<file path="src/design/osr_pkg.sv">
// Shared types and constants for the oversampled serial receiver.
// No dependencies; used by osr_core, osr_out_buf and the top level.

package osr_pkg;

    localparam int unsigned START_RUN_LIMIT = 10;
    localparam int unsigned DATA_BITS       = 8;

    localparam int unsigned PERIOD_W = 10;
    localparam int unsigned BYTE_W   = 8;

    localparam logic [PERIOD_W-1:0] BIT_PERIOD_RESET = 10'd100;

    typedef struct packed {
        logic [BYTE_W-1:0] received_byte;
        logic              parity_error;
    } osr_result_t;

endpackage

</file>
<file path="src/design/osr_core.sv">
// Sample-by-sample receive state machine: start hunt, start skip, bit voting.
// Depends on osr_pkg for constants and the result struct.

module osr_core (
    input  logic                                aclk,
    input  logic                                aresetn,
    input  logic                                cfg_we,
    input  logic [osr_pkg::PERIOD_W-1:0]        cfg_data,
    input  logic                                step_en,
    input  logic                                sample,
    output logic                                result_valid,
    output osr_pkg::osr_result_t                result
);

    typedef enum logic [1:0] {
        PH_HUNT = 2'd0,
        PH_SKIP = 2'd1,
        PH_BITS = 2'd2,
        PH_SPARE = 2'd3
    } phase_t;

    localparam logic [3:0] RUN_LIMIT = 4'(osr_pkg::START_RUN_LIMIT);
    localparam logic [3:0] NUM_BITS  = 4'(osr_pkg::DATA_BITS);
    localparam logic [osr_pkg::PERIOD_W-1:0] START_COUNT =
        osr_pkg::PERIOD_W'(osr_pkg::START_RUN_LIMIT + 1);

    phase_t                         phase_reg, phase_next;
    logic [3:0]                     low_run_reg, low_run_next;
    logic [osr_pkg::PERIOD_W-1:0]   count_reg, count_next;
    logic [osr_pkg::PERIOD_W-1:0]   high_reg, high_next;
    logic [osr_pkg::PERIOD_W-1:0]   low_reg, low_next;
    logic [3:0]                     index_reg, index_next;
    logic [osr_pkg::BYTE_W-1:0]     shift_reg, shift_next;
    logic                           parity_reg, parity_next;
    logic [osr_pkg::PERIOD_W-1:0]   period_reg;

    logic [osr_pkg::PERIOD_W-1:0]   count_inc;
    logic [osr_pkg::PERIOD_W-1:0]   high_inc;
    logic [osr_pkg::PERIOD_W-1:0]   low_inc;
    logic                           bit_val;

    assign count_inc = count_reg + 1'b1;
    assign high_inc  = sample ? high_reg + 1'b1 : high_reg;
    assign low_inc   = sample ? low_reg : low_reg + 1'b1;
    assign bit_val   = (high_inc > low_inc);

    always_comb begin
        phase_next   = phase_reg;
        low_run_next = low_run_reg;
        count_next   = count_reg;
        high_next    = high_reg;
        low_next     = low_reg;
        index_next   = index_reg;
        shift_next   = shift_reg;
        parity_next  = parity_reg;
        result_valid = 1'b0;
        result.received_byte = shift_reg;
        result.parity_error  = parity_reg ^ bit_val;

        unique case (phase_reg)
            PH_SKIP: begin
                count_next = count_inc;
                if (count_inc >= period_reg) begin
                    phase_next = PH_BITS;
                    count_next = '0;
                    high_next  = '0;
                    low_next   = '0;
                end
            end
            PH_BITS: begin
                high_next  = high_inc;
                low_next   = low_inc;
                count_next = count_inc;
                if (count_inc >= period_reg) begin
                    count_next = '0;
                    high_next  = '0;
                    low_next   = '0;
                    if (index_reg < NUM_BITS) begin
                        shift_next  = {shift_reg[osr_pkg::BYTE_W-2:0], bit_val};
                        parity_next = parity_reg ^ bit_val;
                        index_next  = index_reg + 1'b1;
                    end else begin
                        // parity window closed: emit and go back to hunting
                        result_valid = 1'b1;
                        phase_next   = PH_HUNT;
                        low_run_next = '0;
                        index_next   = '0;
                        shift_next   = '0;
                        parity_next  = 1'b0;
                    end
                end
            end
            default: begin
                phase_next = PH_HUNT;
                if (sample) begin
                    low_run_next = '0;
                end else if (low_run_reg >= RUN_LIMIT) begin
                    low_run_next = '0;
                    high_next    = '0;
                    low_next     = '0;
                    index_next   = '0;
                    shift_next   = '0;
                    parity_next  = 1'b0;
                    if (START_COUNT < period_reg) begin
                        phase_next = PH_SKIP;
                        count_next = START_COUNT;
                    end else begin
                        phase_next = PH_BITS;
                        count_next = '0;
                    end
                end else begin
                    low_run_next = low_run_reg + 1'b1;
                end
            end
        endcase

        if (!step_en) begin
            result_valid = 1'b0;
        end
    end

    always_ff @(posedge aclk) begin
        if (!aresetn) begin
            phase_reg   <= PH_HUNT;
            low_run_reg <= '0;
            count_reg   <= '0;
            high_reg    <= '0;
            low_reg     <= '0;
            index_reg   <= '0;
            shift_reg   <= '0;
            parity_reg  <= 1'b0;
            period_reg  <= osr_pkg::BIT_PERIOD_RESET;
        end else begin
            if (cfg_we) begin
                period_reg <= cfg_data;
            end
            if (step_en) begin
                phase_reg   <= phase_next;
                low_run_reg <= low_run_next;
                count_reg   <= count_next;
                high_reg    <= high_next;
                low_reg     <= low_next;
                index_reg   <= index_next;
                shift_reg   <= shift_next;
                parity_reg  <= parity_next;
            end
        end
    end

    a_result_from_bits: assert property (@(posedge aclk) disable iff (!aresetn)
        result_valid |-> (phase_reg == PH_BITS && index_reg == NUM_BITS))
        else $error("result raised outside the parity window");

    a_result_then_hunt: assert property (@(posedge aclk) disable iff (!aresetn)
        result_valid |=> (phase_reg == PH_HUNT && index_reg == '0 && low_run_reg == '0))
        else $error("receiver did not return to hunting after a result");

    a_votes_match_count: assert property (@(posedge aclk) disable iff (!aresetn)
        (phase_reg == PH_BITS) |-> (high_reg + low_reg == count_reg))
        else $error("vote totals disagree with the window sample count");

endmodule

</file>
<file path="src/design/osr_out_buf.sv">
// Two-entry result buffer: output register plus skid slot.
// Depends on osr_pkg for the result struct.

module osr_out_buf (
    input  logic                    aclk,
    input  logic                    aresetn,
    input  logic                    push,
    input  osr_pkg::osr_result_t    push_data,
    output logic                    full,
    output logic                    m_valid,
    input  logic                    m_ready,
    output osr_pkg::osr_result_t    head
);

    logic [1:0]             count_reg, count_next;
    osr_pkg::osr_result_t   head_reg, head_next;
    osr_pkg::osr_result_t   skid_reg, skid_next;
    logic                   pop;

    assign m_valid = (count_reg != 2'd0);
    assign full    = (count_reg == 2'd2);
    assign head    = head_reg;
    assign pop     = m_valid && m_ready;

    always_comb begin
        count_next = count_reg;
        head_next  = head_reg;
        skid_next  = skid_reg;
        if (push && !pop) begin
            if (count_reg == 2'd0) begin
                head_next = push_data;
            end else begin
                skid_next = push_data;
            end
            count_next = count_reg + 1'b1;
        end else if (pop && !push) begin
            head_next  = skid_reg;
            count_next = count_reg - 1'b1;
        end else if (push && pop) begin
            // head leaves, queue advances by one
            if (count_reg == 2'd1) begin
                head_next = push_data;
            end else begin
                head_next = skid_reg;
                skid_next = push_data;
            end
        end
    end

    always_ff @(posedge aclk) begin
        if (!aresetn) begin
            count_reg <= '0;
        end else begin
            count_reg <= count_next;
        end
        head_reg <= head_next;
        skid_reg <= skid_next;
    end

    a_no_push_when_full: assert property (@(posedge aclk) disable iff (!aresetn)
        !(push && full))
        else $error("result pushed into a full buffer");

    a_count_range: assert property (@(posedge aclk) disable iff (!aresetn)
        count_reg != 2'd3)
        else $error("buffer count out of range");

    a_push_shows: assert property (@(posedge aclk) disable iff (!aresetn)
        (push && count_reg == 2'd0) |=> (m_valid && head_reg == $past(push_data)))
        else $error("pushed result not presented at the output");

endmodule

</file>
<file path="src/design/oversampled_serial_receiver_unit.sv">
// Top level of the oversampled serial receiver (8 data bits, even parity).
// Depends on osr_pkg, osr_core and osr_out_buf.
//
//   channel   direction  handshake            beat payload
//   s_        in         s_valid / s_ready    s_line_sample
//   m_        out        m_valid / m_ready    m_received_byte, m_parity_error
//   cfg_      in         cfg_valid/cfg_ready  cfg_data (bit_period)
//
// One line sample is taken per cycle while s_ready is high; a sample goes through
// the input register, then the state update, and a result shows on m_ once the
// update that closes the parity window has pushed it into the output buffer.
// Reset sets bit_period to 100 and puts the receiver in start-bit hunt.
// When m_ stalls, a two-entry output buffer keeps taking results; s_ready
// drops only while that buffer is full and a sample waits in the input register.
// cfg_ready is always high.

module oversampled_serial_receiver_unit (
    input  logic                            aclk,
    input  logic                            aresetn,
    input  logic                            s_valid,
    output logic                            s_ready,
    input  logic                            s_line_sample,
    output logic                            m_valid,
    input  logic                            m_ready,
    output logic [osr_pkg::BYTE_W-1:0]      m_received_byte,
    output logic                            m_parity_error,
    input  logic                            cfg_valid,
    output logic                            cfg_ready,
    input  logic [osr_pkg::PERIOD_W-1:0]    cfg_data
);

    logic                   in_valid_reg;
    logic                   in_sample_reg;
    logic                   buf_full;
    logic                   advance;
    logic                   core_valid;
    osr_pkg::osr_result_t   core_result;
    osr_pkg::osr_result_t   out_head;

    assign cfg_ready = 1'b1;
    assign advance   = in_valid_reg && !buf_full;
    assign s_ready   = !in_valid_reg || !buf_full;

    always_ff @(posedge aclk) begin
        if (!aresetn) begin
            in_valid_reg <= 1'b0;
        end else if (s_valid && s_ready) begin
            in_valid_reg <= 1'b1;
        end else if (advance) begin
            in_valid_reg <= 1'b0;
        end
        if (s_valid && s_ready) begin
            in_sample_reg <= s_line_sample;
        end
    end

    osr_core u_core (
        .aclk         (aclk),
        .aresetn      (aresetn),
        .cfg_we       (cfg_valid && cfg_ready),
        .cfg_data     (cfg_data),
        .step_en      (advance),
        .sample       (in_sample_reg),
        .result_valid (core_valid),
        .result       (core_result)
    );

    osr_out_buf u_out_buf (
        .aclk      (aclk),
        .aresetn   (aresetn),
        .push      (core_valid),
        .push_data (core_result),
        .full      (buf_full),
        .m_valid   (m_valid),
        .m_ready   (m_ready),
        .head      (out_head)
    );

    assign m_received_byte = out_head.received_byte;
    assign m_parity_error  = out_head.parity_error;

    a_hold_when_full: assert property (@(posedge aclk) disable iff (!aresetn)
        (in_valid_reg && buf_full) |=> (in_valid_reg && in_sample_reg == $past(in_sample_reg)))
        else $error("waiting sample lost while the output buffer was full");

    a_ready_rule: assert property (@(posedge aclk) disable iff (!aresetn)
        !s_ready |-> (in_valid_reg && buf_full))
        else $error("input stalled without a full pipeline");

endmodule

</file>
<file path="config.mk">
export PLATFORM = sky130hd
export DESIGN_NAME = oversampled_serial_receiver_unit
export DESIGN_NICKNAME = d
export VERILOG_FILES = /design/src/design/osr_pkg.sv /design/src/design/osr_core.sv /design/src/design/osr_out_buf.sv /design/src/design/oversampled_serial_receiver_unit.sv
export SDC_FILE = /design/constraint.sdc
export NUM_CORES = 1
export LEC_CHECK = 0
export ABC_AREA = 1
export BUFFER_PORTS_ARGS = -buffer_cell sky130_fd_sc_hd__clkbuf_2
export CORE_ASPECT_RATIO = 0.75
export CORE_MARGIN = 10
export CORE_UTILIZATION = 55
export CTS_CLUSTER_DIAMETER = 120
export DETAILED_ROUTE_END_ITERATION = 7
export PLACE_DENSITY = 0.7
export SYNTH_ARGS = -nofsm -noshare
export SYNTH_HDL_FRONTEND = slang
export SYNTH_SLANG_ARGS = --single-unit
</file>
<file path="constraint.sdc">
create_clock -name aclk -period 8.3 [get_ports aclk]
set_clock_uncertainty 0.2 [all_clocks]
set_input_delay 0.83 -clock aclk [delete_from_list [all_inputs] [get_ports aclk]]
set_output_delay 0.83 -clock aclk [all_outputs]
set_load 0.05 [all_outputs]
</file>
# --- Word-level counts from Yosys, hierarchy flattened ---
# Index checks and enable logic that the tools add are counted.
totals:
  ff_bits: 81
  latchBits: 0
  mem_bits_rw: 0
  mem_bits_ro: 0
  input_bits: 16
  out_inout_bits: 12
  elab_cells: 131
  n_memories: 0
op_classes:
  addsub: 7
  mul: 0
  n_div: 0
  magnitude_cmp: 5
  n_eq_ne: 14
  n_shift: 0
  n_mux: 59
  bitwise_logic: 2
  n_reduce_logical: 28
ops:
  columns: ["cell", "count"]
  rows:
  - ["$mux W10", 11]
  - ["$mux W9", 10]
  - ["$pmux W10 S2", 2]
  - ["$mux W4", 9]
  - ["$mux W8", 4]
  - ["$add A10 B1 Y10 const B", 3]
  - ["$mux W2", 8]
  - ["$pmux W4 S2", 2]
  - ["$pmux W8 S2", 1]
  - ["$reduce_and A4 Y1", 4]
  - ["$reduce_bool A2 Y1", 6]
  - ["$ge A10 B10 Y1", 1]
  - ["$gt A10 B10 Y1", 1]
  - ["$lt A4 B10 Y1 const A", 1]
  - ["$mux W1", 10]
  - ["$ne A2 B1 Y1 const B", 5]
  - ["$add A4 B1 Y4 const B", 2]
  - ["$ne A2 B2 Y1 const B", 4]
  - ["$logic_and A1 B1 Y1", 6]
  - ["$reduce_bool A3 Y1", 2]
  - ["$reduce_and A5 Y1", 1]
  - ["$eq A2 B1 Y1 const B", 2]
  - ["$eq A2 B2 Y1 const B", 2]
  - ["$ge A4 B4 Y1 const B", 1]
  - ["14 further kinds", 17]

# --- Logic depth before layout (Yosys ltp) ---
logic_depth:
  depth_word: 9
  ltp_mapped: 20
  depth_no_buf: 20

# --- By module ---
# From an unflattened synthesis, not the netlist that was laid out.
hier_totals:
  hier_cells: 594
  hier_area_um2: 4539.4
by_module_without_submodules:
  columns: ["module", "n_inst", "cells_each", "area_per_inst_um2", "seq_area_each_um2"]
  rows:
  - ["osr_core", 1, 506, 3537.1, 1181.1]
  - ["osr_out_buf", 1, 77, 905.9, 580.6]
  - ["oversampled_serial_receiver_unit", 1, 11, 96.3, 50.0]

# --- Worst setup path after synthesis ---
# Ideal clock, no wire load.
synth_timing:
  path_kind: "register -> register"
  from: "reg u_core.count_reg[0] (netlist bit)"
  to: "reg u_out_buf.head_reg, in the netlist u_out_buf.head[1] (data pin)"
  arrival_time_ns: 2.890
  slack_ns: 4.946
  stages_incl_launch_ff: 18
  path_buffers: 1
  period_less_slack_ns: 3.354
  path_cell_list: "dfxtp_1 -> ha_1 -> nand2_1 -> nor2_1 -> nand3_1 -> nor2_1 -> xor2_1 -> ha_1 -> nand2_1 -> nor2_1 -> nand3_1 -> nand3_4 -> nand4_1 -> inv_1 -> ha_1 -> a21oi_1 -> clkbuf_1 -> o21ai_0"
synth_rtl:
  columns: ["element", "line_no", "text"]
  rows:
  - ["start, declared", "osr_core.sv:29", "logic [osr_pkg::PERIOD_W-1:0] count_reg, count_next;"]
  - ["start signal, assigned", "osr_core.sv:140", "count_reg <= count_next;"]
  - ["end signal, assigned", "osr_out_buf.sv:56", "head_reg <= head_next;"]
  - ["end, declared", "osr_out_buf.sv:16", "osr_pkg::osr_result_t head_reg, head_next;"]

==> run summary <==
### Clock network
* clock latency of the later-clocked register in the worst-skew pair: 360 ps
* number of buffers created by CTS: 9
* CTS tree: built
* total clock sinks: 81
* Worst-path clk slew: 80 ps
* number of setup buffers added after CTS: 0
* # hold bufs at CTS: 0
* total of cells resized after clock tree synthesis: 0
* Clock Tree Root: sky130_fd_sc_hd__clkbuf_8
* number of buffers between clock root and the deepest sink: 2
* number of levels in the clock H-tree: 3

### Logic synthesis
* post-synth net total: 660
* count of flip-flops with a built-in enable after synthesis: 19
* top post-synthesis cells by count: sky130_fd_sc_hd__nand2_1 (135), sky130_fd_sc_hd__inv_1 (89), sky130_fd_sc_hd__nor2_1 (66)
* share of the yosys chip area belonging to registers: 39.9%
* netlist area before placement: 0.00454 mm^2
* share of flip-flops with an asynchronous set or reset: 0%
* leading register cell type out of synthesis: sky130_fd_sc_hd__dfxtp_1
* most area-hungry cell type in the Yosys netlist: sky130_fd_sc_hd__dfxtp_1
* warning count from the yosys run: 0
* portion of synthesized cell area occupied by the leading cell type: 27.4%
* syn_area_per_cell: 7.42 um^2
* Area contributors post-synth: sky130_fd_sc_hd__dfxtp_1 (27%), sky130_fd_sc_hd__edfxtp_1 (13%), sky130_fd_sc_hd__nand2_1 (11%)
* Cells after Synth: 611
* post-synthesis cell type count: 35
* FF+latch count, synth: 81
* most common cell in the synthesized netlist: sky130_fd_sc_hd__nand2_1

### Die
* die area: 0.0123 mm^2
* Chip Height: 98.6 um
* Chip Width: 125 um
* placeable core region: 0.00795 mm^2
* ports placed on the boundary: 28
* effective utilization at floorplan: 57.0%
* cell row count: 28

### Critical path
* worst r2r dst: u_out_buf.head[0]
* CP startpoint kind: register
* CP endpoint kind: register
* top fanout value on the critical path: 18
* register-to-register setup slack: 4320 ps
* critical path data arrival time: 3850 ps
* required time at the worst-slack endpoint: 8170 ps
* number of cells on the worst reg-to-reg path: 14
* CP Launch Point: u_core.count_reg[0]
* worst reg2reg path startpoint: u_core.count_reg[0]
* class of the most critical setup path: reg2reg

### Global route
* met3 GRT Util: 5.03%
* vias in the first global route: 3488
* GR Util All Layers: 15.2%
* maximum number of pins on one net before global-route repair: 30
* leftover overflow at the end of global routing: 0
* routing usage on met2: 23.0%
* first-pass GRT wire length: 15700 um
* met1 global-route usage: 20.1%
* GRT Max-Usage Layer: met2
* antenna violations before repair: 0

### Place
* HPWL after detailed placement: 6810 um
* Placed Instances: 726
* RePlAce Congestion: 0.818
* area of placed instances: 0.00471 mm^2
* number of buffer cells added on primary ports: 26

### STA
* Fin. Hold Viols: 0
* transition time of the tightest slew-check pin: 1090 ps
* final worst-path cycle share: 47.9%
* setup repair after global routing missed its margin: false
* setup violators final: 0
* fin. max-slew vios: 0
* Max Clock Freq: 0.251 GHz
* max_slew headroom: 27.3%
* min Tclk post-route: 3980 ps
* Fin Setup TNS: 0 ps

### Detailed routing
* total wire length after detailed routing: 9330 um
* average detailed-routed wire length per instance: 12.6 um
* detailed router's first-iteration violation count: 252
* vias after detailed routing: 3804
* Post-DRT Antenna Nets: 0
* Pre-Repair DR Iteration Count: 5
* DR DRC count: 0
* number of vias per cell: 5.13

### Pwr
* Max IR drop VDD: 0.142 mV
* total chip power: 0.888 mW
* Power Dens Cells: 179 mW/mm^2
* total leakage power: 2.29 nW

### Layout
* area of all placed cells without fillers: 0.00495 mm^2
* antenna diode instance count: 0
* end-of-flow core utilization: 62.3%
* FILL cells: 681
* post-route insts no fill: 742
* layout cell share with drive strength beyond 1: 9.26%
* number of nets at the end of the flow: 681
* area overhead of the layout relative to synthesis: 9.16%

### Hold path
* HP Class: reg2reg
* hold path depth: 0
* source of the worst hold timing path: u_core.shift_reg[7]
* hold-critical path endpoint: u_out_buf.skid_reg[8]

### Status
* status: finished clean

### Flow run
* number of violations of the max-capacitance limit: 0

-- cells in the final DEF, fill, tap and decap left out, drive strengths merged --
cell	netlist	routed
nand2	135	135
inv	92	92
nor2	71	71
dfxtp	62	62
a21oi	49	49
o21ai	49	49
clkbuf	8	37
nand3	34	34
ha	33	33
xor2	21	21
edfxtp	19	19
nand4	8	8
nor3	7	7
and2	3	3
clkinv	0	3
xnor2	2	2
a21o	2	2
nand3b	2	2
bufinv	0	2
a32o	1	1
o211ai	1	1
a31oi	1	1
nor4	1	1
conb	1	1
buf	9	1
-- critical path: stages (launching register included) --
cell                      delay (ps)
sky130_fd_sc_hd__dfxtp_1         400
sky130_fd_sc_hd__nand3_1         150
sky130_fd_sc_hd__nor3_1          260
sky130_fd_sc_hd__nand3_1         140
sky130_fd_sc_hd__xor2_1          150
sky130_fd_sc_hd__inv_1            70
sky130_fd_sc_hd__ha_1            310
sky130_fd_sc_hd__a21o_1          190
sky130_fd_sc_hd__nor2_4          150
sky130_fd_sc_hd__nand3_4         140
sky130_fd_sc_hd__nand4_1         150
sky130_fd_sc_hd__inv_1            80
sky130_fd_sc_hd__ha_1            230
sky130_fd_sc_hd__a21oi_1         850
sky130_fd_sc_hd__o21ai_0         220
-- kinds of logic after synthesis --
kind of cell	count (synthesis)	share of synthesized area, %
compound gates	103	12.0
buf+inv	109	9.63
other cells	1	0.0827
fa+ha+maj	33	9.10
simple gates	261	24.8
xor+xnor	23	4.44
flops	81	39.9
-- layer usage --
layer	share of wire, %	wire length, um
met5	0	0
met2	43	3970
met4	1.0	94
met1	51	4800
met3	4.9	461
-- area by class of cell --
class | instances | area (um^2) | area share, %
multi-input cells | 421 | 2290 | 46.2
flip-flops and latches | 81 | 1810 | 36.6
inverters | 92 | 345 | 6.97
clock buffers | 11 | 163 | 3.29
repair buffers | 27 | 138 | 2.78
well taps | 105 | 131 | 2.65
clock inverters | 5 | 75.1 | 1.52
-- stage by stage --
step                setup slack [ps]  hold slack [ps]
floorplan                       4950              208
global placement                4410              217
detailed placement              4300              225
CTS                             4280              245
global route                    3920              252
finish                          4320              246
-- how the worst max path moves through the flow --
stage	end	slack [ps]
detailed placement	u_out_buf.head[0]	4300
floorplan	u_out_buf.head[1]	4950
finish	u_out_buf.head[0]	4320
global route	u_out_buf.head[2]	3920
global placement	u_out_buf.head[0]	4410
CTS	u_out_buf.head[0]	4280
-- report_power, final --
group	leakage (nW)	switching (mW)	internal, mW	total (mW)
combinational	1.47	0.0885	0.0366	0.125
clock	0.124	0.143	0.194	0.337
sequential	0.696	0.00861	0.417	0.426
total	2.29	0.240	0.648	0.888
Power figures use the tool's default switching activity.
